<file path="src/hdl/racd_pkg.sv">
// Shared types and constants for the recovery arm-and-deploy controller.
`timescale 1ns / 1ps
package racd_pkg;

  localparam int unsigned LONG_W         = 8;
  localparam int unsigned DELAY_MS_W     = 13;
  localparam logic [LONG_W-1:0] LONG_RESET_TICKS = LONG_W'(50);

  // Button events seen in one poll tick.
  typedef struct packed {
    logic click;
    logic long_press;
  } btn_evt_t;

  // Servo commands carried in a result transaction.
  typedef enum logic [1:0] {
    SERVO_NONE   = 2'd0,
    SERVO_LOCK   = 2'd1,
    SERVO_DEPLOY = 2'd2
  } servo_t;

endpackage

</file>
<file path="src/hdl/racd_if.sv">
// Channel interfaces: poll ticks in, results out, configuration writes.
`timescale 1ns / 1ps
interface racd_poll_if;
  logic valid;
  logic ready;
  logic button_pressed;
  logic launch_sensed;
  modport source (output valid, output button_pressed, output launch_sensed, input ready);
  modport sink   (input valid, input button_pressed, input launch_sensed, output ready);
endinterface

interface racd_result_if;
  logic        valid;
  logic        ready;
  logic        led_locked_on;
  logic        led_armed_on;
  logic        led_launch_on;
  logic [1:0]  servo_action;
  logic        beep_request;
  logic [1:0]  mode_now;
  logic [12:0] delay_setting_ms;
  modport source (output valid, output led_locked_on, output led_armed_on,
                  output led_launch_on, output servo_action, output beep_request,
                  output mode_now, output delay_setting_ms, input ready);
  modport sink   (input valid, input led_locked_on, input led_armed_on,
                  input led_launch_on, input servo_action, input beep_request,
                  input mode_now, input delay_setting_ms, output ready);
endinterface

interface racd_cfg_if;
  logic       valid;
  logic       ready;
  logic [7:0] long_press_ticks;
  modport source (output valid, output long_press_ticks, input ready);
  modport sink   (input valid, input long_press_ticks, output ready);
endinterface

</file>
<file path="src/hdl/racd_button.sv">
// Button classifier: short click on release, long press after a held threshold.
`timescale 1ns / 1ps
module racd_button
  import racd_pkg::*;
(
  input  logic              clk,
  input  logic              rst,
  input  logic              en,
  input  logic              pushed,
  input  logic [LONG_W-1:0] long_ticks,
  output btn_evt_t          evt
);

  logic              was_pressed;
  logic              click_pending;
  logic [LONG_W-1:0] hold_count;
  logic [LONG_W:0]   hold_next;

  // Compare one bit wider so the top threshold never wraps.
  assign hold_next      = {1'b0, hold_count} + (LONG_W+1)'(1);
  assign evt.click      = was_pressed & ~pushed & click_pending;
  assign evt.long_press = was_pressed & pushed & (hold_next > {1'b0, long_ticks});

  always_ff @(posedge clk) begin
    if (rst) begin
      was_pressed   <= 1'b0;
      click_pending <= 1'b0;
      hold_count    <= '0;
    end else if (en) begin
      was_pressed <= pushed;
      if (!was_pressed && pushed) begin
        hold_count    <= '0;
        click_pending <= 1'b1;
      end else if (was_pressed && !pushed) begin
        click_pending <= 1'b0;
      end else if (pushed) begin
        if (evt.long_press) begin
          click_pending <= 1'b0;
          hold_count    <= '0;
        end else begin
          hold_count <= hold_next[LONG_W-1:0];
        end
      end
    end
  end

endmodule

</file>
<file path="src/hdl/recovery_arm_and_deploy_controller.sv">
// Top level: mode machine, programming display and result register.
// The result is registered: its transaction is offered in the cycle after the poll tick is accepted.
// Throughput: one poll tick per cycle; the result register holds while the
//   sink stalls and a new tick is taken in the same cycle the old result leaves.
// Reset (rst, synchronous): mode idle, LEDs off, delay 2000 ms, threshold 50.
`timescale 1ns / 1ps
module recovery_arm_and_deploy_controller
  import racd_pkg::*;
(
  input  logic                 clk,
  input  logic                 rst,
  racd_poll_if.sink            poll,
  racd_result_if.source        result,
  racd_cfg_if.sink             cfg
);

  typedef enum logic [1:0] {
    MODE_IDLE   = 2'd0,
    MODE_LOCKED = 2'd1,
    MODE_ARMED  = 2'd2,
    MODE_PROG   = 2'd3
  } mode_t;

  localparam int unsigned TICK_MS        = 20;
  localparam int unsigned SEC_MS         = 1000;
  localparam int unsigned BLINK_ON_MS    = 750;
  localparam int unsigned TICKS_PER_SEC  = SEC_MS / TICK_MS;
  localparam int unsigned BLINK_TICKS    = (BLINK_ON_MS + TICK_MS - 1) / TICK_MS;
  localparam int unsigned CYCLE_SEC      = 6;
  localparam int unsigned DELAY_MAX_SEC  = CYCLE_SEC - 1;
  localparam int unsigned DELAY_RESET_S  = 2;
  localparam int unsigned TICK_W         = $clog2(TICKS_PER_SEC);
  localparam int unsigned SEC_W          = $clog2(CYCLE_SEC + 1);

  localparam int unsigned LOCK_BIT   = 0;
  localparam int unsigned ARM_BIT    = 1;
  localparam int unsigned LAUNCH_BIT = 2;

  logic              accept;
  logic [LONG_W-1:0] long_ticks;
  btn_evt_t          evt;

  mode_t             mode, mode_next;
  logic [2:0]        led_bits, led_next;
  logic [SEC_W-1:0]  delay_sec, delay_sec_next;   // delay in whole seconds
  logic [SEC_W-1:0]  disp_sec, disp_sec_next;     // display time, seconds part
  logic [TICK_W-1:0] disp_tick, disp_tick_next;   // display time, ticks within second
  servo_t            servo;
  logic              beep;

  logic [SEC_W-1:0]  sec_base, sec_inc;
  logic [TICK_W-1:0] tick_base, tick_inc;

  assign poll.ready = ~result.valid | result.ready;
  assign accept     = poll.valid & poll.ready;
  assign cfg.ready  = 1'b1;

  racd_button u_button (
    .clk        (clk),
    .rst        (rst),
    .en         (accept),
    .pushed     (poll.button_pressed),
    .long_ticks (long_ticks),
    .evt        (evt)
  );

  // Advance the display clock by one tick, restarting on a click.
  always_comb begin
    sec_base  = evt.click ? '0 : disp_sec;
    tick_base = evt.click ? '0 : disp_tick;
    if (tick_base == TICK_W'(TICKS_PER_SEC - 1)) begin
      tick_inc = '0;
      sec_inc  = sec_base + SEC_W'(1);
    end else begin
      tick_inc = tick_base + TICK_W'(1);
      sec_inc  = sec_base;
    end
  end

  always_comb begin
    mode_next      = mode;
    led_next       = led_bits;
    delay_sec_next = delay_sec;
    disp_sec_next  = disp_sec;
    disp_tick_next = disp_tick;
    servo          = SERVO_NONE;
    beep           = 1'b0;
    unique case (mode)
      MODE_IDLE: begin
        if (evt.click) begin
          servo              = SERVO_LOCK;
          beep               = 1'b1;
          mode_next          = MODE_LOCKED;
          led_next[LOCK_BIT] = 1'b1;
        end else if (evt.long_press) begin
          led_next[LAUNCH_BIT] = 1'b1;
          mode_next            = MODE_PROG;
          disp_sec_next        = '0;
          disp_tick_next       = '0;
        end
      end
      MODE_LOCKED: begin
        if (evt.click) begin
          beep              = 1'b1;
          mode_next         = MODE_ARMED;
          led_next[ARM_BIT] = 1'b1;
        end
      end
      MODE_ARMED: begin
        if (poll.launch_sensed) begin
          servo     = SERVO_DEPLOY;
          led_next  = '0;
          mode_next = MODE_IDLE;
        end
      end
      MODE_PROG: begin
        if (evt.long_press) begin
          led_next  = '0;
          mode_next = MODE_IDLE;
        end else begin
          if (evt.click) begin
            delay_sec_next = (delay_sec == SEC_W'(DELAY_MAX_SEC)) ? '0
                                                                 : delay_sec + SEC_W'(1);
          end
          // Lit during the first part of each second, for delay seconds.
          led_next[LOCK_BIT] = (tick_inc < TICK_W'(BLINK_TICKS)) &&
                               (sec_inc < delay_sec_next);
          disp_tick_next = tick_inc;
          disp_sec_next  = (sec_inc == SEC_W'(CYCLE_SEC)) ? '0 : sec_inc;
        end
      end
      default: ;
    endcase
  end

  always_ff @(posedge clk) begin
    if (rst) begin
      long_ticks <= LONG_RESET_TICKS;
      mode       <= MODE_IDLE;
      led_bits   <= '0;
      delay_sec  <= SEC_W'(DELAY_RESET_S);
      disp_sec   <= '0;
      disp_tick  <= '0;
    end else begin
      if (cfg.valid && cfg.ready) begin
        long_ticks <= cfg.long_press_ticks;
      end
      if (accept) begin
        mode      <= mode_next;
        led_bits  <= led_next;
        delay_sec <= delay_sec_next;
        disp_sec  <= disp_sec_next;
        disp_tick <= disp_tick_next;
      end
    end
  end

  // Result register: hold until the sink takes the transaction.
  always_ff @(posedge clk) begin
    if (rst) begin
      result.valid <= 1'b0;
    end else if (accept) begin
      result.valid <= 1'b1;
    end else if (result.ready) begin
      result.valid <= 1'b0;
    end
  end

  always_ff @(posedge clk) begin
    if (accept) begin
      result.led_locked_on    <= led_next[LOCK_BIT];
      result.led_armed_on     <= led_next[ARM_BIT];
      result.led_launch_on    <= led_next[LAUNCH_BIT];
      result.servo_action     <= servo;
      result.beep_request     <= beep;
      result.mode_now         <= mode_next;
      result.delay_setting_ms <= DELAY_MS_W'(delay_sec_next) * DELAY_MS_W'(SEC_MS);
    end
  end

  // Programming mode always shows the programming indicator.
  a_prog_led: assert property (@(posedge clk) disable iff (rst)
    result.valid && result.mode_now == MODE_PROG |-> result.led_launch_on)
    else $error("programming result without launch LED");

  // A deploy ends the tick in idle with all LEDs dark.
  a_deploy_idle: assert property (@(posedge clk) disable iff (rst)
    result.valid && result.servo_action == SERVO_DEPLOY |->
      result.mode_now == MODE_IDLE && !result.led_locked_on &&
      !result.led_armed_on && !result.led_launch_on)
    else $error("deploy result not idle with LEDs off");

  // Tones only accompany entry into locked or armed.
  a_beep_mode: assert property (@(posedge clk) disable iff (rst)
    result.valid && result.beep_request |->
      result.mode_now == MODE_LOCKED || result.mode_now == MODE_ARMED)
    else $error("beep outside locked or armed entry");

  // A stalled result keeps its mode and delay setting while the next tick waits.
  a_stall_hold: assert property (@(posedge clk) disable iff (rst)
    result.valid && !result.ready |=> result.valid && $stable(result.mode_now) &&
      $stable(result.delay_setting_ms))
    else $error("stalled result changed");

  // Delay setting stays within the programmable range and display time within its cycle.
  a_delay_range: assert property (@(posedge clk) disable iff (rst)
    delay_sec <= SEC_W'(DELAY_MAX_SEC) && disp_sec < SEC_W'(CYCLE_SEC))
    else $error("delay or display time out of range");

endmodule

</file>
<file path="src/flat_wrapper.sv">
// flat-port wrapper written by rule: the top's interface ports become plain ports
module recovery_arm_and_deploy_controller_flat import racd_pkg::*;
  (clk, rst, poll_valid, poll_button_pressed, poll_launch_sensed, poll_ready, result_valid, result_led_locked_on, result_led_armed_on, result_led_launch_on, result_servo_action, result_beep_request, result_mode_now, result_delay_setting_ms, result_ready, cfg_valid, cfg_long_press_ticks, cfg_ready);
  racd_poll_if poll_i ();
  racd_result_if result_i ();
  racd_cfg_if cfg_i ();
  input  logic clk;
  input  logic rst;
  input wire logic [$bits(poll_i.valid)-1:0] poll_valid;
  input wire logic [$bits(poll_i.button_pressed)-1:0] poll_button_pressed;
  input wire logic [$bits(poll_i.launch_sensed)-1:0] poll_launch_sensed;
  output wire logic [$bits(poll_i.ready)-1:0] poll_ready;
  output wire logic [$bits(result_i.valid)-1:0] result_valid;
  output wire logic [$bits(result_i.led_locked_on)-1:0] result_led_locked_on;
  output wire logic [$bits(result_i.led_armed_on)-1:0] result_led_armed_on;
  output wire logic [$bits(result_i.led_launch_on)-1:0] result_led_launch_on;
  output wire logic [$bits(result_i.servo_action)-1:0] result_servo_action;
  output wire logic [$bits(result_i.beep_request)-1:0] result_beep_request;
  output wire logic [$bits(result_i.mode_now)-1:0] result_mode_now;
  output wire logic [$bits(result_i.delay_setting_ms)-1:0] result_delay_setting_ms;
  input wire logic [$bits(result_i.ready)-1:0] result_ready;
  input wire logic [$bits(cfg_i.valid)-1:0] cfg_valid;
  input wire logic [$bits(cfg_i.long_press_ticks)-1:0] cfg_long_press_ticks;
  output wire logic [$bits(cfg_i.ready)-1:0] cfg_ready;
  assign poll_i.valid = poll_valid;
  assign poll_i.button_pressed = poll_button_pressed;
  assign poll_i.launch_sensed = poll_launch_sensed;
  assign poll_ready = poll_i.ready;
  assign result_valid = result_i.valid;
  assign result_led_locked_on = result_i.led_locked_on;
  assign result_led_armed_on = result_i.led_armed_on;
  assign result_led_launch_on = result_i.led_launch_on;
  assign result_servo_action = result_i.servo_action;
  assign result_beep_request = result_i.beep_request;
  assign result_mode_now = result_i.mode_now;
  assign result_delay_setting_ms = result_i.delay_setting_ms;
  assign result_i.ready = result_ready;
  assign cfg_i.valid = cfg_valid;
  assign cfg_i.long_press_ticks = cfg_long_press_ticks;
  assign cfg_ready = cfg_i.ready;
  recovery_arm_and_deploy_controller u_core (.clk(clk), .rst(rst), .poll(poll_i), .result(result_i), .cfg(cfg_i));
endmodule
</file>
<file path="config.mk">
export PLATFORM = sky130hd
export DESIGN_NAME = recovery_arm_and_deploy_controller_flat
export DESIGN_NICKNAME = d
export VERILOG_FILES = /design/src/hdl/racd_pkg.sv /design/src/hdl/racd_if.sv /design/src/hdl/racd_button.sv /design/src/hdl/recovery_arm_and_deploy_controller.sv /design/src/flat_wrapper.sv
export SDC_FILE = /design/constraint.sdc
export NUM_CORES = 1
export LEC_CHECK = 0
export BUFFER_PORTS_ARGS = -buffer_cell sky130_fd_sc_hd__buf_2
export CORE_MARGIN = 10
export CORE_UTILIZATION = 50
export CTS_CLUSTER_SIZE = 20
export DETAILED_ROUTE_END_ITERATION = 12
export GPL_TIMING_DRIVEN = 0
export PLACE_DENSITY = 0.71
export SLEW_MARGIN = 20
export SYNTH_ARGS = -nofsm -noshare
export SYNTH_HDL_FRONTEND = slang
export SYNTH_SLANG_ARGS = --single-unit
</file>
<file path="constraint.sdc">
create_clock -name clk -period 4.4 [get_ports clk]
set_input_delay 0.66 -clock clk [delete_from_list [all_inputs] [get_ports clk]]
set_output_delay 0.66 -clock clk [all_outputs]
set_load 0.01 [all_outputs]
</file>
Yosys cells after proc, flatten, opt, wreduce, memory -nomap -nowiden
Cells that the tools add are included.
{"block": "word_totals", "regBits": 54, "out_inout_bits": 24, "input_bits": 15}
{"block": "op_classes", "mul": 1, "order_cmp": 3, "n_mux": 49, "add_sub_neg": 4, "n_eq_ne": 10, "n_reduce_logical": 15, "bitwise_logic": 8}
{"op": "two-way mux 3 bit", "count": 13}
{"op": "two-way mux 8 bit", "count": 4}
{"op": "two-way mux 6 bit", "count": 5}
{"op": "two-way mux 2 bit", "count": 7}
{"op": "two-way mux 1 bit", "count": 13}
{"op": "case mux 6 bit (2 select lines)", "count": 1}
{"op": "multiplier 3 x 7 -> 10 bit, second input constant", "count": 1}
{"op": "adder 8 x 1 -> 9 bit, second input constant", "count": 1}
{"op": "greater-than comparator 9 x 8 -> 1 bit", "count": 1}
{"op": "case mux 1 bit (3 select lines)", "count": 3}
{"op": "case mux 2 bit (4 select lines)", "count": 1}
{"op": "adder 3 x 1 -> 3 bit, second input constant", "count": 2}
{"op": "adder 6 x 1 -> 6 bit, second input constant", "count": 1}
{"op": "equality test 3 bit, second input constant", "count": 2}
{"op": "equality test 6 bit, second input constant", "count": 1}
{"op": "< comparator 6 bit, second input constant", "count": 1}
{"op": "!= test 2 bit, second input constant", "count": 3}
{"op": "case mux 3 bit (2 select lines)", "count": 1}
{"op": "AND reduction 3 bit", "count": 2}
{"op": "nonzero test 2 bit", "count": 3}
{"op": "nonzero test 3 bit", "count": 2}
{"op": "AND 1 bit", "count": 5}
{"op": "AND reduction 5 bit", "count": 1}
{"op": "equality test 2 bit, second input constant", "count": 2}
{"op": "other kinds (10)", "count": 14}

Longest topological paths before layout
Gate-level depths: netlist of the first run.
{"block": "depth", "ltp_word": 10, "depth_mapped": 19}

By module
From an unflattened synthesis of the first run, not the netlist that was laid out.
{"block": "unflattened", "cells_unflattened": 375, "hier_area_um2": 3296.9}
{"mod": "recovery_arm_and_deploy_controller", "seq_area_each_um2": 1061.0, "cells_each": 264, "n_inst": 1, "area_per_inst_um2": 2466.1}
{"mod": "racd_button", "seq_area_each_um2": 200.2, "cells_each": 111, "n_inst": 1, "area_per_inst_um2": 830.8}

Worst setup path after synthesis of the first run
Ideal clock, no wire load.
{"block": "synth_timing", "path_type": "register -> register", "from": "register u_core.u_button.hold_count[0]", "to": "register u_core.result.delay_setting_ms[11], data pin", "n_path_buf": 0, "arrival_time_ns": 4.217, "path_slack_ns": -0.074, "period_less_slack_ns": 4.474, "setup_time_ns": 0.258, "t_required_ns": 4.142, "path_stages_with_launch": 18, "path_cell_list": "dfxtp_1 > ha_1 > nand3_1 > xnor2_1 > ha_1 > and3_4 > o21ai_2 > a31oi_2 > o41ai_4 > nand2_1 > o21ai_0 > fa_1 > inv_1 > ha_1 > a21oi_1 > o21bai_1 > a21oi_1 > xnor2_1"}
{"block": "synth_between", "elab_chain_cells": 6}
{"element": "from (decl)", "line_no": "racd_button.sv:16", "rtl": "logic [LONG_W-1:0] hold_count;"}
{"element": "from (signal assigned)", "line_no": "racd_button.sv:41", "rtl": "hold_count <= hold_next[LONG_W-1:0];"}
{"element": "adder 8 x 1 -> 9 bit", "line_no": "racd_button.sv:20", "rtl": "assign hold_next = {1'b0, hold_count} + (LONG_W+1)'(1);"}
{"element": "greater-than comparator 9 x 8 -> 1 bit", "line_no": "racd_button.sv:22", "rtl": "assign evt.long_press = was_pressed & pushed & (hold_next > {1'b0, long_ticks});"}
{"element": "AND 1 bit", "line_no": "racd_button.sv:22"}
{"element": "two-way mux 3 bit", "line_no": "recovery_arm_and_deploy_controller.sv:117", "rtl": "if (evt.long_press) begin"}
{"element": "two-way mux 3 bit", "line_no": "recovery_arm_and_deploy_controller.sv:88", "rtl": "unique case (mode)"}
{"element": "net u_core.delay_sec_next[2]", "line_no": "recovery_arm_and_deploy_controller.sv:45", "rtl": "logic [SEC_W-1:0] delay_sec, delay_sec_next;"}
{"element": "multiplier 3 x 7 -> 10 bit", "line_no": "recovery_arm_and_deploy_controller.sv:177", "rtl": "result.delay_setting_ms <= DELAY_MS_W'(delay_sec_next) * DELAY_MS_W'(SEC_MS);"}
{"element": "to (signal assigned)", "line_no": "recovery_arm_and_deploy_controller.sv:177"}
{"element": "to (decl)", "line_no": "racd_if.sv:24", "rtl": "output mode_now, output delay_setting_ms, input ready);"}
The timed path passes the listed nets, and every way through them passes these cells.
A chain may end at the register's enable or synchronous reset.

Final worst setup path of the first run
{"block": "layout_timing", "from": "register u_core.u_button.hold_count[0]", "to": "register u_core.result.delay_setting_ms[12], data pin"}
Same word-level chain as after synthesis.

==> Flow_metrics.wiki, run 1 <==
{| class="wikitable"
! Metric !! Value
|-
| Die width || 101 µm
|-
| Worst Setup Path Type || reg -> reg
|-
| Most prevalent standard cell on the critical path || ha_1
|-
| Count of synthesis-stage warnings from yosys || 0
|-
| Grt ovf || 0
|-
| Overall Global Routing Usage || 14.4%
|-
| Count of maximum capacitance violations || 0
|-
| Cell family contributing the most delay on the critical path || adder cells
|-
| TritonCTS sink count || 54
|-
| Power share of the sequential group || between 50% and 60%
|-
| Number of enable flip-flop cells after synthesis || 18
|-
| Routed via count || 2668
|-
| Data required, critical path || ~4.5 ns
|-
| Post-detailed-route count of antenna-violating nets || 0
|-
| Post-DP HPWL || about 5.3 mm
|-
| Starting utilization of the core area || roughly 50%
|-
| Fraction of power spent switching nets || a little under a quarter
|-
| Floorplan die height || around 100 µm
|-
| Vias per Instance || 5.51
|-
| Leak Pwr || ~1.6 nW
|-
| Final slew viol count || 0
|-
| Worst Path Arrival || around 4.3 ns
|-
| Root buffer cell || clkbuf_8
|-
| Worst Hold Class || reg -> reg
|-
| Most common library cells after synthesis || dfxtp_1 (36), nor2_1 (33), ha_1 (29), nand2_1 (29), a21oi_1 (27)
|-
| Cell accounting for the most synthesized area || dfxtp_1
|-
| Worst Setup Slack, final || 0.136 ns
|-
| Clock Tree Buf Depth || 2
|-
| Kind of capture point of the worst setup path || flop
|-
| Number of nets in the final layout || 454
|-
| Max frequency || 0.235 GHz
|-
| Top area cells in the synthesized netlist || dfxtp_1 (22%), edfxtp_1 (17%), ha_1 (11%)
|-
| Aggregate routed wire length || just over 7 mm
|-
| Post-synth ARST share || 0%
|-
| Clock network latency to the later pin of the worst-skew pair || ~0.3 ns
|-
| Flip-flop cell with the highest count after synthesis || dfxtp_1
|-
| Clock tree from TritonCTS || yes
|-
| Internal power component || about 0.71 mW
|-
| Power per cell area || ~250 mW/mm²
|-
| Post-route cell area || between 0.003 and 0.004 mm²
|-
| Number of iterations in the first detailed-routing pass || 4
|-
| Flip-flop and latch count after synthesis || 54
|-
| Fraction of layout cells with a size suffix above 1 || around a fifth
|-
| Share of Yosys cell area claimed by the top area cell type || between 20% and 30%
|-
| Floorplan Core Area || approximately 0.0063 mm²
|-
| Total of buffers placed on input and output ports || 34
|-
| Largest net degree at the start of global routing || 28
|-
| Shortest clock period the worst path allows after layout || between 4 and 5 ns
|-
| Full die area || between 0.01 and 0.015 mm²
|-
| Area of the mapped netlist || 0.00327 mm²
|-
| Maximum vdd ir drop || between 200 and 250 µV
|-
| Placement-stage worst setup slack || -0.491 ns
|-
| CTS Buf Count || 5
|-
| Number of buffer and inverter stages on the critical path || 0
|-
| Psw || approximately 0.22 mW
|-
| 1st-iter DRT viols || 207
|-
| Area growth from synthesis to final layout || 15.7%
|-
| Clock power share || 33.1%
|-
| Filler cells || about 540
|-
| Power share of the combinational group || between 9 and 10%
|-
| H-tree depth reported by CTS || 2
|-
| Slew at the pin closest to its max-slew limit || 0.844 ns
|-
| IO Pins || 39
|-
| Final setup violation count || 0
|-
| Num rows || 29
|-
| Critical Path Source Type || flop
|-
| Cell-by-cell listing of the critical path || ha_2, nand3_2, xnor2_2, ha_1, and3_4, o21ai_2, a31oi_2, o41a_1, nor2_4, nor2_2, a21oi_4, ha_1, ha_1, fa_2, a21oi_1, nor2b_1, o21ai_0, nand2b_1
|-
| Final antenna diode count || 0
|-
| Mean cell area of the mapped netlist || ~9.2 µm²
|-
| Most common cell in the synthesized netlist || dfxtp_1
|-
| Clock skew || ~0.0051 ns
|-
| Relative max-transition margin || a little over two fifths
|-
| Final hold vios || 0
|-
| Maximum fanout along the worst path || 6
|-
| Result of the run || completed
|-
| Number of global-route vias before repair || roughly 2.5k
|-
| Wire length of the first global-routing pass || approximately 12 mm
|-
| Initial antenna violation count || 0
|-
| Worst reg2reg setup slack || 0.14 ns
|-
| Synthesized netlist cell count || approximately 360
|-
| Clock edge transition at the registers on the reported setup and hold paths || about 0.1 ns
|-
| Part of the Yosys area used for sequential elements || about two fifths
|-
| Largest stage delay on the critical path || 0.47 ns
|-
| Global placer's final weighted congestion || 0.870
|-
| Post-CTS Hold Buffers || 0
|-
| Remaining design rule violation count || 0
|-
| Cell area after placement || between 0.003 and 0.004 mm²
|-
| Number of different library cells in the post-synthesis netlist || 56
|-
| Routed wire per std cell || about 15 µm
|-
| Standard cell with the maximum stage delay on the critical path || o41a_1
|-
| Fraction of the cycle the final worst path needs || 96.9%
|}
-- worst paths after layout --
check	from	endpoint	depth (start not counted)
max	u_core.u_button.hold_count[0]	u_core.result.delay_setting_ms[12]	18
min	u_core.disp_sec[2]	u_core.disp_sec[2]	2
max reg2reg	u_core.u_button.hold_count[0]	u_core.result.delay_setting_ms[12]	18
min reg2reg	u_core.disp_sec[2]	u_core.disp_sec[2]	2
-- worst reg2reg max path, delay by kind of cell, from the launching register on --
kind | cells | cell delay [ns]
adders and majority gates | 5 | 1.43
and+or+nand+nor | 6 | 0.78
AOI/OAI and AO/OA | 6 | 1.25
DFF | 1 | 0.38
xor gates and xnor gates | 1 | 0.17
-- area by class of cell --
type                    instances  area [µm²]  share of cell area (%)
plain buffers                  19        86.3                    2.28
clock buffers                   7        96.3                    2.55
clock inverters                 1        8.76                   0.232
inverters                      19        71.3                    1.89
multi-input cells             265        1920                    50.9
flip-flops and latches         54        1270                    33.5
well taps                      77        96.3                    2.55
repair buffers                 42         230                    6.09
-- stage by stage --
stage | cells | TNS, ns | power (mW) | hold WS, ns | utilization [%]
global route | 484 | -0.177 | 0.967 | 0.511 | 59.5
detailed placement | 469 | -2.02 | 0.631 | 0.463 | 55.8
floorplan | 358 | 0 | 0.601 | 0.441 | -
finish | 484 | 0 | 0.927 | 0.474 | 59.5
global placement | 469 | -1.69 | 0.629 | 0.451 | 55.8
CTS | 478 | 0 | 0.936 | 0.475 | 58.2
-- cells in the final DEF, fill, tap and decap left out, drive strengths merged, types with 10 or more instances in the layout --
cell type / n
buf: 48
dfxtp: 36
nor2: 33
nand2: 29
ha: 29
a21oi: 27
clkbuf: 20
o21ai: 19
edfxtp: 18
inv: 18
nand3: 16
mux2i: 10
-- state kept, by name (all words and copies together), names as in the netlist, 2 cells and up --
signal and flops:
u_core.result.delay_setting_ms 10, u_core.long_ticks 8, u_core.u_button.hold_count 8, u_core.disp_tick 6
u_core.delay_sec 3, u_core.disp_sec 3, u_core.led_bits 3, u_core.mode 2
u_core.result.mode_now 2, u_core.result.servo_action 2
-- power groups by stage --
stage	logic (mW)	clock network, mW	registers, mW
3_5_place_dp	0.0841	0	0.547
3_3_place_gp	0.0823	0	0.547
5_1_grt	0.0953	0.334	0.538
4_1_cts	0.0847	0.315	0.536
2_1_floorplan	0.0522	0	0.549
6_report	0.0848	0.307	0.535
-- cells by family after synthesis --
| logic type | after synthesis | share of synthesized area, % |
|---|---|---|
| muxes | 12 | 3.75 |
| and+or+nand+nor | 117 | 17.9 |
| xor gates and xnor gates | 15 | 4.02 |
| DFF | 54 | 38.6 |
| AOI/OAI and AO/OA | 84 | 17.0 |
| buffers and inverters | 39 | 4.94 |
| other | 2 | 0.230 |
| adders and majority gates | 33 | 13.6 |
-- metal layers --
metal  track usage [%]  routed length [µm]
met5                 0                   0
met4              4.89                 112
met3              2.95                 441
met2              22.8                3360
met1              19.1                3270
-- timing repair --
item,CTS,global route
pin swaps,3,6
setup buffers,2,6
endpoints found under the setup margin,6,5
resized for setup,9,11
hold endpoints to repair,0,0
Power figures use the tool's default switching activity.
==> run 2, diff against run 1 <==
Settings changed: BUFFER_PORTS_ARGS -buffer_cell sky130_fd_sc_hd__buf_2 to default, DONT_BUFFER_PORTS from default to 1, PLACE_DENSITY 0.71 to 0.63, SKIP_CTS_REPAIR_TIMING from default to 1.
Clock period 4.4 ns to 4.5 ns, I/O delays scaled along.
==> run 2 against run 1 <==
Against the previous run: clock power decreased by 16%; critical path type unchanged; final cell count decreased by 7.0%; highest routed layer unchanged; first-iteration DRC count decreased by 39%; worst hold slack improved by 0.0033 ns.
==> Flow_metrics.wiki, run 2 (synthesized netlist as in run 1, its figures left out) <==
{| class="wikitable"
! Metric !! Value
|-
| Grt ovf || 0 (unchanged)
|-
| Worst Path Arrival || 4.41 ns (was 4.32 ns)
|-
| Power per cell area || 238 mW/mm² (was 245 mW/mm²)
|-
| Post-route cell area || 0.00360 mm² (was 0.00378 mm²)
|-
| Overall Global Routing Usage || 13.6% (was 14.4%)
|-
| Vias per Instance || 5.74 (was 5.51)
|-
| Commonest cells after routing, fill and taps aside || dfxtp_1 (34), nor2_1 (30), ha_1 (28), nand2_1 (27), a21oi_1 (26) (was buf_2 (34), dfxtp_1 (34), nor2_1 (30), nand2_1 (28), ha_1 (28))
|-
| Clock tree from TritonCTS || yes (unchanged)
|-
| Global placer's final weighted congestion || 0.857 (was 0.870)
|-
| Standard cell with the maximum stage delay on the critical path || o41a_4 (was o41a_1)
|-
| Leak Pwr || 1.43 nW (was 1.57 nW)
|-
| Worst Setup Path Type || reg -> reg (unchanged)
|-
| Die width || 101 µm (unchanged)
|-
| Routed via count || 2585 (was 2668)
|-
| Final setup violation count || 0 (unchanged)
|-
| Maximum fanout along the worst path || 9 (was 6)
|-
| H-tree depth reported by CTS || 2 (unchanged)
|-
| Most prevalent standard cell on the critical path || ha_1 (unchanged)
|-
| Worst R2R Path Depth || 16 (was 18)
|-
| Last element of the critical path || u_core.result.delay_setting_ms[10] (was u_core.result.delay_setting_ms[12])
|-
| TritonCTS sink count || 54 (unchanged)
|-
| Post-DP HPWL || 5.18 mm (was 5.28 mm)
|-
| Fraction of layout cells with a size suffix above 1 || 11.5% (was 19.9%)
|-
| Area growth from synthesis to final layout || 10.2% (was 15.7%)
|-
| Num rows || 29 (unchanged)
|-
| IO Pins || 39 (unchanged)
|-
| PnR Total Power || 0.855 mW (was 0.927 mW)
|-
| Maximum vdd ir drop || 175 µV (was 204 µV)
|-
| Largest net degree at the start of global routing || 28 (unchanged)
|-
| Final slew viol count || 0 (unchanged)
|-
| Shortest clock period the worst path allows after layout || 4.36 ns (was 4.26 ns)
|-
| Root buffer cell || clkbuf_8 (unchanged)
|-
| 1st-iter DRT viols || 127 (was 207)
|-
| Final hold vios || 0 (unchanged)
|-
| Fraction of the cycle the final worst path needs || 96.8% (was 96.9%)
|-
| Critical path startpoint || u_core.u_button.hold_count[0] (unchanged)
|-
| Clock skew || 0.0109 ns (was 0.00507 ns)
|-
| Register ranked first by flip-flop count || u_core.result.delay_setting_ms (unchanged)
|-
| Leading cell type in the layout, fill and taps excluded || dfxtp_1
|-
| Max reg flops || 10 (unchanged)
|-
| Worst hold margin || 0.477 ns (was 0.474 ns)
|-
| Total of buffers placed on input and output ports || 0 (was 34)
|-
| Placement-stage worst setup slack || -0.660 ns (was -0.491 ns)
|-
| Data required, critical path || 4.56 ns (was 4.46 ns)
|-
| Result of the run || completed (unchanged)
|-
| Largest registers || u_core.result.delay_setting_ms x10, u_core.long_ticks x8, u_core.u_button.hold_count x8 (unchanged)
|-
| Routed wire per std cell || 15.6 µm (was 14.8 µm)
|-
| Worst Hold Class || reg -> reg (unchanged)
|-
| Post-detailed-route count of antenna-violating nets || 0 (unchanged)
|-
| Slew at the pin closest to its max-slew limit || 0.814 ns (was 0.844 ns)
|-
| Reg-to-reg critical path startpoint || u_core.u_button.hold_count[0] (unchanged)
|-
| Number of global-route vias before repair || 2423 (was 2503)
|-
| Cell family contributing the most delay on the critical path || adder cells (unchanged)
|-
| Initial antenna violation count || 0 (unchanged)
|-
| Wire length of the first global-routing pass || 11.5 mm (was 12.2 mm)
|-
| Final antenna diode count || 0 (unchanged)
|-
| Number of buffer and inverter stages on the critical path || 0 (unchanged)
|-
| Starting utilization of the core area || 51.4% (unchanged)
|-
| Floorplan Core Area || 0.00635 mm² (unchanged)
|-
| Critical Path Source Type || flop (unchanged)
|-
| Kind of capture point of the worst setup path || flop (unchanged)
|-
| Critical path depth in cells || 16 (was 18)
|-
| Full die area || 0.0102 mm² (unchanged)
|-
| Worst Setup Slack, final || 0.142 ns (was 0.136 ns)
|-
| Relative max-transition margin || 44.2% (was 42.2%)
|-
| Worst reg2reg setup slack || 0.14 ns (about the same)
|-
| Unrepaired setup endpoints after global routing || yes
|-
| Number of iterations in the first detailed-routing pass || 5 (was 4)
|-
| Max frequency || 0.229 GHz (was 0.235 GHz)
|-
| Number of nets in the final layout || 420 (was 454)
|-
| Filler cells || 564 (was 539)
|-
| Clock Tree Buf Depth || 2 (unchanged)
|-
| Cell area after placement || 0.00337 mm² (was 0.00354 mm²)
|-
| Largest stage delay on the critical path || 0.53 ns (was 0.47 ns)
|-
| CTS Buf Count || 5 (unchanged)
|-
| Clock network latency to the later pin of the worst-skew pair || 0.30 ns (about the same)
|-
| Floorplan die height || 101 µm (unchanged)
|-
| Count of maximum capacitance violations || 0 (unchanged)
|-
| Cell-by-cell listing of the critical path || ha_4, nand3_1, xnor2_1, ha_1, and3_4, o21ai_2, a31oi_2, o41a_4, nor2_4, nor2_1, a21oi_4, ha_1, ha_1, fa_2, fa_1, xor2_1 (was ha_2, nand3_2, xnor2_2, ha_1, and3_4, o21ai_2, a31oi_2, o41a_1, nor2_4, nor2_2, a21oi_4, ha_1, ha_1, fa_2, a21oi_1, nor2b_1, o21ai_0, nand2b_1)
|-
| Clock edge transition at the registers on the reported setup and hold paths || 0.09 ns (was 0.10 ns)
|-
| RR Endpoint || u_core.result.delay_setting_ms[10] (was u_core.result.delay_setting_ms[12])
|-
| Remaining design rule violation count || 0 (unchanged)
|-
| Aggregate routed wire length || 7.04 mm (was 7.19 mm)
|}
## run 2: cell types whose count changed in the layout (fill, tap and decap cells not counted), sizes merged
cell and delta:
inv +1, clkinv -1, buf -34
## run 2: report_power, final
group          internal (mW)  leakage, nW  switching, mW
registers              0.517        0.455         0.0115
clock network          0.111       0.0428          0.148
logic                 0.0239        0.928         0.0440
total                  0.652         1.43          0.203
## run 2: final cells by class
class	count	area (µm²)	share of cell area, %
multi-input cells	265	1940	53.8
flip-flops and latches	54	1270	35.2
well taps	77	96.3	2.68
plain buffers	19	86.3	2.40
clock buffers	7	76.3	2.12
inverters	19	71.3	1.98
repair buffers	8	60.1	1.67
clock inverters	1	6.26	0.174
## run 2: how the worst min path moves through the flow
stage / to / start / slack [ns] / depth (start not counted)
floorplan: u_core.disp_tick[0] / u_core.disp_tick[0] / 0.44 / 2
global placement: u_core.disp_tick[1] / u_core.disp_tick[1] / 0.45 / 2
detailed placement: u_core.disp_tick[0] / u_core.disp_tick[0] / 0.47 / 2
CTS: u_core.result.valid / poll_valid / 0.48 / 2
global route: u_core.result.valid / poll_valid / 0.48 / 2
finish: u_core.disp_tick[0] / u_core.disp_tick[0] / 0.48 / 2
## run 2: worst register-to-register path: stages (launching register included)
cell and delay [ns]:
dfxtp_4 0.40, ha_4 0.16, nand3_1 0.16, xnor2_1 0.25
ha_1 0.30, and3_4 0.20, o21ai_2 0.06, a31oi_2 0.14
o41a_4 0.53, nor2_4 0.20, nor2_1 0.11, a21oi_4 0.21
ha_1 0.27, ha_1 0.23, fa_2 0.36, fa_1 0.38
xor2_1 0.15
## run 2: metal layers
| metal | global-route usage, % | share of wire (%) | vias up | routed length, µm |
|---|---|---|---|---|
| met3 | 2.81 | 5.5 | 8 | 387 |
| met5 | 0 | 0 | - | 0 |
| met1 | 18.5 | 49 | 1219 | 3440 |
| met4 | 3.80 | 1.1 | 0 | 75 |
| li1 | - | - | 1288 | - |
| met2 | 21.2 | 45 | 70 | 3130 |
## run 2: stage by stage
step                      setup TNS, ns  instances  util [%]
after floorplan                       0        358         -
after global placement            -3.06        435      53.1
after detailed placement          -3.01        435      53.1
after CTS                         -3.36        443      54.4
after global routing             -0.204        450      56.7
final                                 0        450      56.7
==> run 3, diff against run 2 <==
Settings changed: PLACE_DENSITY 0.63 to 0.66, SETUP_SLACK_MARGIN from default to 0.1, SYNTH_HIERARCHICAL from default to 1.
Clock period 4.5 ns to 3.6 ns, I/O delays scaled along.
==> run 3 against run 2 <==
Against the previous run: the run now ends with negative setup slack left; maximum frequency increased by 6.6%; sequential power increased by 28%; worst hold slack got worse by 0.19 ns; utilization increased by 6.3 points; first-iteration DRC count increased by 0.79%.
==> Flow_metrics.wiki, run 3 <==
{| class="wikitable"
! Metric !! Value
|-
| Full die area || 0.0102 mm² (about the same)
|-
| Final antenna diode count || 0 (unchanged)
|-
| Mux contribution to synthesized area || 2.73% (was 3.75%)
|-
| Largest stage delay on the critical path || 0.43 ns (was 0.53 ns)
|-
| Largest registers || u_core/result.delay_setting_ms x10, u_core/long_ticks x8, u_core/u_button/hold_count x8 (was u_core.result.delay_setting_ms x10, u_core.long_ticks x8, u_core.u_button.hold_count x8)
|-
| Area growth from synthesis to final layout || 22.0% (was 10.2%)
|-
| Clock edge transition at the registers on the reported setup and hold paths || 0.10 ns (was 0.09 ns)
|-
| Maximum vdd ir drop || 226 µV (was 175 µV)
|-
| Maximum fanout along the worst path || 7 (was 9)
|-
| Fraction of the cycle the final worst path needs || 114% (was 96.8%)
|-
| Post-synthesis simple-gate area fraction || 22.0% (was 17.9%)
|-
| Vias per Instance || 5.81 (was 5.74)
|-
| Wire length of the first global-routing pass || 12.3 mm (was 11.5 mm)
|-
| Standard cell with the maximum stage delay on the critical path || fa_2 (was o41a_4)
|-
| Failing checks || negative setup slack
|-
| Cell area after placement || 0.00358 mm² (was 0.00337 mm²)
|-
| Root buffer cell || clkbuf_8 (unchanged)
|-
| Floorplan Core Area || 0.00639 mm² (was 0.00635 mm²)
|-
| Hold wc startpoint || rst (was u_core.disp_tick[0])
|-
| Share of Yosys cell area claimed by the top area cell type || 21.9% (was 22.1%)
|-
| Number of nets in the final layout || 444 (was 420)
|-
| Fraction of layout cells with a size suffix above 1 || 22.9% (was 11.5%)
|-
| Worst Hold Class || in -> reg (was reg -> reg)
|-
| Number of enable flip-flop cells after synthesis || 18 (unchanged)
|-
| Max reg flops || 10 (unchanged)
|-
| Flip-flop and latch count after synthesis || 54 (unchanged)
|-
| Final cell count without fillers || 483 (was 450)
|-
| Synthesized netlist cell count || 375 (was 356)
|-
| Flip-flop cell with the highest count after synthesis || dfxtp_1 (unchanged)
|-
| Floorplan die height || 101 µm (about the same)
|-
| Most common cell in the synthesized netlist || nand2_1 (was dfxtp_1)
|-
| Remaining design rule violation count || 0 (unchanged)
|-
| Adder and majority gate portion of the synthesized area || 10.0% (was 13.6%)
|-
| Num rows || 29 (unchanged)
|-
| Number of different library cells in the post-synthesis netlist || 60 (was 56)
|-
| Cell family contributing the most delay on the critical path || adder cells (unchanged)
|-
| Worst Setup Slack, final || -0.488 ns (was 0.142 ns)
|-
| Starting utilization of the core area || 51.6% (was 51.4%)
|-
| Clock network latency to the later pin of the worst-skew pair || 0.31 ns (was 0.30 ns)
|-
| Post-detailed-route count of antenna-violating nets || 0 (unchanged)
|-
| Synth Area in XOR/XNOR || 3.45% (was 4.02%)
|-
| Clock tree from TritonCTS || yes (unchanged)
|-
| Top area cells in the synthesized netlist || dfxtp_1 (22%), edfxtp_1 (16%), ha_1 (7.6%) (was dfxtp_1 (22%), edfxtp_1 (17%), ha_1 (11%))
|-
| Data required, critical path || 3.67 ns (was 4.56 ns)
|-
| Aggregate routed wire length || 7.79 mm (was 7.04 mm)
|-
| RR Endpoint || u_core/result.delay_setting_ms[10] (was u_core.result.delay_setting_ms[10])
|-
| Critical Path Source Type || flop (unchanged)
|-
| Initial antenna violation count || 0 (unchanged)
|-
| Final setup violation count || 6 (was 0)
|-
| Setup TNS || -2.03 ns (was 0 ns)
|-
| Worst Path Arrival || 4.16 ns (was 4.41 ns)
|-
| Clock Tree Buf Depth || 2 (unchanged)
|-
| Reg-to-reg critical path startpoint || u_core/u_button/hold_count[0] (was u_core.u_button.hold_count[0])
|-
| Number of global-route vias before repair || 2551 (was 2423)
|-
| Post-route cell area || 0.00402 mm² (was 0.00360 mm²)
|-
| H-tree depth reported by CTS || 2 (unchanged)
|-
| Leading cell type in the layout, fill and taps excluded || nand2_1 (was dfxtp_1)
|-
| Cell-by-cell listing of the critical path || ha_4, buf_6, nand3_2, xor2_2, inv_1, ha_4, nand4_1, o221ai_1, nand2_2, a21oi_4, nand3b_1, buf_6, nand2_1, o21a_4, inv_4, ha_4, xnor2_4, fa_2, fa_2, xnor2_1 (was ha_4, nand3_1, xnor2_1, ha_1, and3_4, o21ai_2, a31oi_2, o41a_4, nor2_4, nor2_1, a21oi_4, ha_1, ha_1, fa_2, fa_1, xor2_1)
|-
| 1st-iter DRT viols || 128 (was 127)
|-
| PnR Total Power || 1.27 mW (was 0.855 mW)
|-
| Part of the Yosys area used for sequential elements || 38.3% (was 38.6%)
|-
| Critical path depth in cells || 20 (was 16)
|-
| TritonCTS sink count || 54 (unchanged)
|-
| Total of buffers placed on input and output ports || 0 (unchanged)
|-
| Slew at the pin closest to its max-slew limit || 0.737 ns (was 0.814 ns)
|-
| Commonest cells after routing, fill and taps aside || nand2_1 (35), nor2_1 (32), inv_1 (28), dfxtp_1 (28), buf_4 (25) (was dfxtp_1 (34), nor2_1 (30), ha_1 (28), nand2_1 (27), a21oi_1 (26))
|-
| Leak Pwr || 1.61 nW (was 1.43 nW)
|-
| Area of the mapped netlist || 0.00330 mm² (was 0.00327 mm²)
|-
| Grt ovf || 0 (unchanged)
|-
| Worst hold endpoint || u_core/u_button/was_pressed (was u_core.disp_tick[0])
|-
| Relative max-transition margin || 50.8% (was 44.2%)
|-
| Most prevalent standard cell on the critical path || ha_4 (was ha_1)
|-
| Routed via count || 2806 (was 2585)
|-
| Most common library cells after synthesis || nand2_1 (38), dfxtp_1 (36), nor2_1 (36) (was dfxtp_1 (36), nor2_1 (33), ha_1 (29), nand2_1 (29), a21oi_1 (27))
|-
| Post-synth ARST share || 0% (unchanged)
|-
| Worst Setup Path Type || reg -> reg (unchanged)
|-
| Global placer's final weighted congestion || 0.892 (was 0.857)
|-
| IO Pins || 39 (unchanged)
|-
| Kind of capture point of the worst setup path || flop (unchanged)
|-
| Worst reg2reg setup slack || -0.49 ns (was 0.14 ns)
|-
| Main combinational cell family by area after synthesis || simple AND/OR/NAND/NOR gates (unchanged)
|-
| Critical path startpoint || u_core/u_button/hold_count[0] (was u_core.u_button.hold_count[0])
|-
| Unrepaired setup endpoints after global routing || yes (unchanged)
|-
| Final slew viol count || 0 (unchanged)
|-
| Core Util, Final || 63.0% (was 56.7%)
|-
| Cell accounting for the most synthesized area || dfxtp_1 (unchanged)
|-
| Max frequency || 0.245 GHz (was 0.229 GHz)
|-
| Compound-Gate Fraction of Synth Area || 17.3% (was 17.0%)
|-
| Number of iterations in the first detailed-routing pass || 4 (was 5)
|-
| Routed wire per std cell || 16.1 µm (was 15.6 µm)
|-
| Mean cell area of the mapped netlist || 8.79 µm² (was 9.17 µm²)
|-
| Shortest clock period the worst path allows after layout || 4.09 ns (was 4.36 ns)
|-
| Result of the run || complete, but fails checks (was completed)
|-
| Worst hold margin || 0.286 ns (was 0.477 ns)
|-
| Hold Crit Depth || 1 (was 2)
|-
| Count of synthesis-stage warnings from yosys || 6 (was 0)
|-
| Worst R2R Path Depth || 20 (was 16)
|-
| Clock skew || 0.00722 ns (was 0.0109 ns)
|-
| Number of placed instances with taps included || 454 (was 435)
|-
| CTS Buf Count || 5 (unchanged)
|-
| Final hold vios || 0 (unchanged)
|-
| Number of buffer and inverter stages on the critical path || 4 (was 0)
|-
| Largest net degree at the start of global routing || 34 (was 28)
|-
| Die width || 101 µm (about the same)
|-
| Count of maximum capacitance violations || 0 (unchanged)
|-
| Overall Global Routing Usage || 14.4% (was 13.6%)
|-
| Register ranked first by flip-flop count || u_core/result.delay_setting_ms (was u_core.result.delay_setting_ms)
|-
| Power per cell area || 315 mW/mm² (was 238 mW/mm²)
|-
| Post-DP HPWL || 5.51 mm (was 5.18 mm)
|-
| Placement-stage worst setup slack || -0.999 ns (was -0.660 ns)
|}
-- run 3: cell count changes after synthesis, sizes merged, moves of 5 or more --
| cell | before | now |
|---|---|---|
| nand2b | 4 | 9 |
| ha | 29 | 20 |
| clkbuf | 14 | 6 |
| nand2 | 29 | 38 |
| nand3 | 16 | 8 |
| and2 | 8 | 1 |
| inv | 18 | 31 |
| nor2b | 5 | 10 |
-- run 3: worst max-delay path by stage --
stage / to / slack (ns)
floorplan: u_core/result.delay_setting_ms[10] / -0.48
finish: u_core/result.delay_setting_ms[10] / -0.49
global placement: u_core/result.delay_setting_ms[12] / -0.95
detailed placement: u_core/result.delay_setting_ms[12] / -1.0
global route: u_core/result.delay_setting_ms[10] / -0.66
CTS: u_core/result.delay_setting_ms[12] / -1.03
-- run 3: cell families after synthesis --
group	after synthesis
DFF	54
xor gates and xnor gates	13
and+or+nand+nor	138
muxes	9
AOI/OAI and AO/OA	88
other	2
adders and majority gates	24
buffers and inverters	47
-- run 3: final cells by class --
type,instances,area [µm²]
fill,511,2360
sequential,54,1280
clock buffer,5,68.8
multi-input combinational,276,2140
buffer,16,95.1
tap,77,96.3
clock inverter,3,63.8
timing repair buffer,21,161
inverter,31,119
-- run 3: metal layers --
metal  vias up  share of wire (%)  routed length [µm]  track usage, %
li1       1388                  -                   -               -
met1      1343                 47                3680            19.0
met2        67                 48                3720            23.2
met3         8                3.8                 299            2.79
met4         0                1.2                  93            4.39
met5         -                  0                   0               0
-- run 3: power breakdown --
part           leakage [nW]  total, mW  internal [mW]  switching (mW)
Combinational          1.07      0.127         0.0543          0.0725
Clock                0.0658      0.468          0.275           0.193
Sequential            0.471      0.675          0.653          0.0215
Total                  1.61       1.27          0.982           0.287
